### src/vir_pkg.sv
// Shared types and constants for the VARMA impulse-response generator.
// Used by every module of the block; has no dependencies of its own.
package vir_pkg;

	localparam int MAX_DIM_DEF   = 8;
	localparam int MAX_AR_DEF    = 8;
	localparam int MAX_MA_DEF    = 8;
	localparam int LAG_LIMIT_DEF = 1023;

	localparam int APB_AW = 4;
	localparam int APB_DW = 32;

	localparam logic signed [31:0] ONE_Q16 = 32'sh0001_0000;
	localparam logic signed [31:0] Q16_MAX = 32'sh7FFF_FFFF;
	localparam logic signed [31:0] Q16_MIN = 32'sh8000_0000;

	typedef enum logic [1:0] {
		OP_WR_AR   = 2'd0,
		OP_WR_MA   = 2'd1,
		OP_EMIT    = 2'd2,
		OP_RESTART = 2'd3
	} op_t;

	typedef enum logic [1:0] {
		REG_AR_ORDER = 2'd0,
		REG_MA_ORDER = 2'd1,
		REG_DIM      = 2'd2,
		REG_MAX_LAG  = 2'd3
	} reg_idx_t;

	typedef struct packed {
		op_t                opcode;
		logic [3:0]         coef_lag;
		logic [2:0]         coef_row;
		logic [2:0]         coef_col;
		logic signed [31:0] coef_value;
	} req_t;

	typedef struct packed {
		logic [9:0]         out_lag;
		logic [2:0]         out_row;
		logic [2:0]         out_col;
		logic signed [31:0] out_value;
		logic               last_of_lag;
		logic               saturated;
	} rsp_t;

	typedef struct packed {
		logic [3:0] ar_order;
		logic [3:0] ma_order;
		logic [3:0] dim;
		logic [9:0] max_lag;
	} cfg_t;

	typedef struct packed {
		logic               vld;
		logic               first;
		logic               last;
		logic signed [31:0] a;
		logic signed [31:0] b;
	} mac_in_t;

	typedef struct packed {
		logic               done;
		logic signed [31:0] value;
		logic               sat;
	} mac_res_t;

endpackage

### src/vir_regs.sv
// APB register bank: order, dimension and lag limit registers.
// Depends on vir_pkg for cfg_t and register indexes.
module vir_regs (
	input  logic                       clk,
	input  logic                       arst_n,
	input  logic                       psel,
	input  logic                       penable,
	input  logic                       pwrite,
	input  logic [vir_pkg::APB_AW-1:0] paddr,
	input  logic [vir_pkg::APB_DW-1:0] pwdata,
	output logic [vir_pkg::APB_DW-1:0] prdata,
	output logic                       pready,
	output vir_pkg::cfg_t              cfg
);
	import vir_pkg::*;

	cfg_t     cfg_q;
	reg_idx_t idx;
	logic     wr_en;

	assign idx    = reg_idx_t'(paddr[3:2]);
	assign wr_en  = psel && penable && pwrite;
	assign pready = 1'b1;
	assign cfg    = cfg_q;

	always_ff @(posedge clk or negedge arst_n) begin
		if (!arst_n) begin
			cfg_q.ar_order <= 4'd0;
			cfg_q.ma_order <= 4'd0;
			cfg_q.dim      <= 4'd1;
			cfg_q.max_lag  <= 10'd0;
		end else if (wr_en) begin
			case (idx)
				REG_AR_ORDER: cfg_q.ar_order <= pwdata[3:0];
				REG_MA_ORDER: cfg_q.ma_order <= pwdata[3:0];
				REG_DIM:      cfg_q.dim      <= pwdata[3:0];
				REG_MAX_LAG:  cfg_q.max_lag  <= pwdata[9:0];
				default: ;
			endcase
		end
	end

	always_comb begin
		prdata = '0;
		case (idx)
			REG_AR_ORDER: prdata[3:0] = cfg_q.ar_order;
			REG_MA_ORDER: prdata[3:0] = cfg_q.ma_order;
			REG_DIM:      prdata[3:0] = cfg_q.dim;
			REG_MAX_LAG:  prdata[9:0] = cfg_q.max_lag;
			default:      prdata      = '0;
		endcase
	end

endmodule

### config.mk
export PLATFORM = sky130hd
export DESIGN_NAME = vir_regs
export DESIGN_NICKNAME = d
export VERILOG_FILES = /design/src/vir_pkg.sv /design/src/vir_regs.sv
export SDC_FILE = /design/constraint.sdc
export NUM_CORES = 1
export LEC_CHECK = 0
export BUFFER_PORTS_ARGS = -buffer_cell sky130_fd_sc_hd__buf_2
export CAP_MARGIN = 5
export CORE_MARGIN = 3
export CORE_UTILIZATION = 38
export DETAILED_ROUTE_END_ITERATION = 16
export GPL_ROUTABILITY_DRIVEN = 1
export MAX_ROUTING_LAYER = met4
export PLACE_DENSITY = 0.86
export SYNTH_ARGS = -nofsm -noshare
export SYNTH_HDL_FRONTEND = slang
export SYNTH_SLANG_ARGS = --single-unit
### constraint.sdc
create_clock -name clk -period 1.2 [get_ports clk]
set_input_delay 0.18 -clock clk [delete_from_list [all_inputs] [get_ports clk]]
set_output_delay 0.18 -clock clk [all_outputs]
set_load 0.02 [all_outputs]
==> flow_summary.yaml, run 1 <==
setup_path:
  r2r_end: "cfg[18]$_DFFE_PN0P_"
  required_ns: 1.02
  worstSetupStartpointType: "flip-flop"
  path_class: "flip-flop to output pin"
  crit_path_max_fanout: 2
  endpoint_kind: "output pin"
  timing.rr.start: "cfg[18]$_DFFE_PN0P_"
  regToRegSetupSlack_ns: 0.12
  crit_arrival_ns: 1.34
  r2r_cells: 4
logic_synthesis:
  yosysWarnings: 0
  synth_area_per_cell_sq_um: 13.56
  synth_area_leader_cell: "dfrtp_1"
  synth_seq_area_share_pct: 46.77
  synth_top_cell_area_share_pct: 44.54
  ys_types: 16
  synth-seq-cells: 22
  netlist_instances: 87
  syn-cell-area_sq_um: 1180
  synth_area_leaders: "dfrtp_1 (45%), mux2_2 (17%), buf_4 (15%)"
die:
  design.core.area_sq_um: 2853
  fp.dieW_microns: 61.72
  fp.dieH_microns: 61.72
  die-area_sq_um: 3809
  initial_core_util_pct: 41.36
  ios: 96
  fp-row-count: 19
route:
  via_per_inst: 4.715
  num_vias: 943
  post_drt_wl_per_cell_microns: 14.59
  drtIter0Drc: 10
  route.detailed.drc: 0
  first_pass_iters: 4
  wl_microns: 2917
  antenna_left: 0
timing:
  grt_setup_unrepaired: "yes"
  worst-slew-pin-transition_ns: 0.5061
  slew_headroom_pct: 66.26
  setup_ws_ns: -0.3172
  setup_violations: 6
  fin_crit_ns: 1.517
  skew_ns: 0
  finalCritPeriodShare_pct: 126.4
  finalHoldViolCount: 0
  fmax_mhz: 659.1
  tns_ns: -1.382
  slew_viol_final: 0
  fin_hold_ws_ns: 0.1008
cts:
  cts_tree: "built"
  cts_buffers: 3
  clkSinkCount: 22
  cts.path.max_buffers: 2
  clockRootBuffer: "clkbuf_4"
  clock_latency_ns: 0.30
  clk_pin_slew_worst_paths_ns: 0.12
  cts_htree_levels: 1
placed_design:
  dp_hpwl_microns: 2131
  place.gp.congestion: 0.7269
  portBuffers: 48
  dpl.cell_count: 187
  placed_area_sq_um: 1556
grt:
  grt_util_all_layers_pct: 15.70
  overflow: 0
  grt_pass1_wl_microns: 4257
  grt_pass1_vias: 976
  grt_max_degree: 23
  antenna_found_initial: 0
finish:
  fin_area_sq_um: 1857
  largest_register_ff_count: 22
  drive_gt1_share_pct: 71.60
  antennaDiodeCount: 0
  final_cell_count_no_fill: 200
  fill_cells: 224
  syn2layout_area_growth_pct: 57.37
  layout_common_cells: "buf_6 (29), buf_4 (29), conb_1 (23)"
  fin_nets: 211
power_and_ir_drop:
  p_leak_nw: 0.9525
  total_power_mw: 2.906
  power_density_nw_per_um2: 1565
  peakVddDrop_mv: 1.048
job:
  cap_viol_max_count: 0
min_path:
  min_from: "pwdata[9]"
  holdPathStages: 2
  hold_path.class: "input port to flip-flop"
  hold_end: "cfg[9]$_DFFE_PN0P_"
status:
  violations: "negative setup slack"
  status: "finished with violations"
[worst max-delay path by stage]
stage	start	end	slack, ns	cells past startpoint
after floorplan	cfg[0]$_DFFE_PN0P_	prdata[0]	0.02	1
after global placement	paddr[2]	cfg[15]$_DFFE_PN0P_	-0.11	3
after detailed placement	paddr[2]	cfg[14]$_DFFE_PN0P_	-0.14	3
after CTS	cfg[1]$_DFFE_PN0P_	prdata[1]	-0.33	2
after global routing	cfg[2]$_DFFE_PN0P_	prdata[2]	-0.36	2
final	cfg[3]$_DFFE_PN0P_	prdata[3]	-0.32	2
[per-stage QoR]
stage	util, %	setup slack (ns)
final	65.09	-0.3172
after global routing	65.09	-0.3622
after CTS	61.49	-0.3333
after detailed placement	54.56	-0.1398
after global placement	54.56	-0.1134
after floorplan	-	0.01871
[timing repair]
action / 4_1_cts / 5_1_grt
hold buffers: 1 / 0
resized for setup: 32 / 30
endpoints found under the setup margin: 11 / 25
buffers inserted: 7 / 7
endpoints found under the hold margin: 21 / 0
pin swaps: 3 / 3
[cells by family after synthesis]
logic type | after synthesis | share of synthesized area (%)
mux | 26 | 29.90
flops | 22 | 46.77
buf+inv | 25 | 15.38
other cells | 2 | 0.6365
simple gates | 12 | 7.317
[per-layer routing]
metal,GRT usage (%),routed length (microns)
met1,18.31,1188
met2,28.25,1452
met3,3.099,259
met4,2.727,16
met5,-,0
[synthesized netlist by cell type (all sizes together)]
cell type,number
buf,24
or3b,1
nand3,1
mux2,22
and3,6
nand2,1
conb,2
clkbuf,1
dfstp,1
nor3,1
dfrtp,21
nor2,1
nor3b,1
mux4,4
[critical path, cell delays in order (launching register included)]
cell and delay [ns]:
dfrtp_1 0.40, mux4_2 0.49, buf_6 0.15
[power breakdown]
group / internal (mW) / total (mW) / switching, mW
clock network: 0.130 / 0.350 / 0.220
registers: 0.918 / 1.02 / 0.100
logic: 0.851 / 1.54 / 0.687
total: 1.90 / 2.91 / 1.01
[cell type report]
cell class | count | area (sq um) | area share, %
clock buffers | 4 | 26.28 | 1.415
multi-input cells | 61 | 555.5 | 29.92
flip-flops and latches | 22 | 551.8 | 29.72
well taps | 31 | 38.79 | 2.089
repair buffers | 82 | 684.4 | 36.86
No activity file was read; power rests on OpenSTA's default activity.
==> run 2: changes to the inputs <==
- RECOVER_POWER: default -> 25
==> run 2 against run 1 <==
The run still ends with negative setup slack left. Sequential cell count stayed put. Total power about the same. Final cell count stayed put. Critical path type unchanged.
==> flow_summary.yaml, run 2 (synthesis gave the netlist of run 1 again) <==
route:
  drtIter0Drc: 10
  wl_microns: 2918
  num_vias: 941
  route.detailed.drc: 0
  post_drt_wl_per_cell_microns: 14.59
  via_per_inst: 4.705
  antenna_left: 0
  first_pass_iters: 4
grt:
  grt_util_all_layers_pct: 15.70
  grt_pass1_wl_microns: 4257
  grt_pass1_vias: 976
  antenna_found_initial: 0
  grt_max_degree: 23
  overflow: 0
timing:
  finalHoldViolCount: 0
  worst-slew-pin-transition_ns: 0.5619
  grt_setup_unrepaired: "yes"
  fin_hold_ws_ns: 0.1007
  finalCritPeriodShare_pct: 126.4
  setup_violations: 6
  fin_crit_ns: 1.517
  slew_viol_final: 0
  fmax_mhz: 659.1
  setup_ws_ns: -0.3172
  skew_ns: 0
  slew_headroom_pct: 62.54
setup_path:
  r2r_end: "cfg[18]$_DFFE_PN0P_"
  critPathSlowestCell: "mux4_2"
  timing.rr.start: "cfg[18]$_DFFE_PN0P_"
  crit_arrival_ns: 1.34
  cp_num_cells: 2
  endpoint_kind: "output pin"
  required_ns: 1.02
  regToRegSetupSlack_ns: 0.12
  critPathLaunch: "cfg[3]$_DFFE_PN0P_"
  worstSetupStartpointType: "flip-flop"
  r2r_cells: 4
  crit_chain: "mux4_2, buf_6"
  path_class: "flip-flop to output pin"
  cp_num_buf_inv: 1
  cp_top_family: "multiplexers"
  crit_path_max_fanout: 2
  worstSetupEndpoint: "prdata[3]"
  cp_slowest_stage_delay_ns: 0.49
cts:
  clkSinkCount: 22
  clock_latency_ns: 0.30
  cts_tree: "built"
  cts_htree_levels: 1
  clockRootBuffer: "clkbuf_4"
  cts_buffers: 3
  cts.path.max_buffers: 2
  clk_pin_slew_worst_paths_ns: 0.12
min_path:
  hold_path.class: "input port to flip-flop"
  min_from: "pwdata[9]"
die:
  fp-row-count: 19
  die-area_sq_um: 3809
  design.core.area_sq_um: 2853
  initial_core_util_pct: 41.36
  fp.dieH_microns: 61.72
  fp.dieW_microns: 61.72
  ios: 96
finish:
  fill_cells: 224
  layout_common_cells: "buf_6 (29), buf_4 (29), conb_1 (23)"
  fin_nets: 211
  antennaDiodeCount: 0
  seqCellArea_sq_um: 551.8
  syn2layout_area_growth_pct: 57.37
  multiInputGateArea_sq_um: 555.5
  largest_register_ff_count: 22
  drive_gt1_share_pct: 71.60
status:
  status: "finished with violations"
  violations: "negative setup slack"
job:
  cap_viol_max_count: 0
placed_design:
  place.gp.congestion: 0.7269
  portBuffers: 48
  dp_worst_setup_slack_ns: -0.1398
  dp_hpwl_microns: 2131
power_and_ir_drop:
  p_leak_nw: 0.9527
  power_density_nw_per_um2: 1565
  peakVddDrop_mv: 1.048
==> run 2: cell types whose count changed in the layout (fill, tap and decap cells not counted), sizes merged <==
cell and delta:
buf -1, clkbuf +1
==> run 2: area by class of cell <==
type,count,area share [%]
clock buffers,4,1.415
flip-flops and latches,22,29.72
multi-input cells,61,29.92
well taps,31,2.089
repair buffers,82,36.86
==> run 2: worst min-delay path by stage <==
stage | endpoint | depth (start not counted) | slack (ns)
2_1_floorplan | cfg[0]$_DFFE_PN0P_ | 0 | -0.12
3_3_place_gp | cfg[9]$_DFFE_PN0P_ | 1 | 0.15
3_5_place_dp | cfg[4]$_DFFE_PN0P_ | 1 | 0.18
4_1_cts | cfg[9]$_DFFE_PN0P_ | 2 | 0.09
5_1_grt | cfg[9]$_DFFE_PN0P_ | 2 | 0.08
6_report | cfg[9]$_DFFE_PN0P_ | 2 | 0.10
==> run 2: worst register-to-register path, cell delays in order (launching register included) <==
cell     delay [ns]
dfrtp_1        0.41
buf_6          0.12
buf_6          0.10
buf_6          0.10
mux2_2         0.25
==> run 2: metrics by stage <==
| step | total power [mW] | util [%] | TNS (ns) | instances | cell area [sq um] |
|---|---|---|---|---|---|
| 2_1_floorplan | 1.715 | - | 0 | 108 | 1259 |
| 4_1_cts | 2.756 | 61.49 | -1.385 | 199 | 1754 |
| 3_3_place_gp | 2.144 | 54.56 | -1.893 | 187 | 1556 |
| 6_report | 2.906 | 65.09 | -1.382 | 200 | 1857 |
| 5_1_grt | 3.068 | 65.09 | -1.859 | 200 | 1857 |
| 3_5_place_dp | 2.187 | 54.56 | -2.769 | 187 | 1556 |
==> run 2: routing by layer <==
layer  routed length, microns  track usage [%]
met5                        0                -
met4                       16            2.727
met3                      267            3.099
met2                     1453            28.25
met1                     1180            18.31
==> run 2: timing repair <==
action	in CTS	in global routing
gates resized for setup	32	30
pin swaps	3	3
hold buffers	1	0
setup buffers	7	7
endpoints found under the hold margin	21	0
endpoints found under the setup margin	11	25
==> run 2: where the power goes <==
part / switching, mW / internal (mW) / total [mW]
Clock: 0.220 / 0.130 / 0.350
Combinational: 0.687 / 0.851 / 1.54
Sequential: 0.100 / 0.918 / 1.02
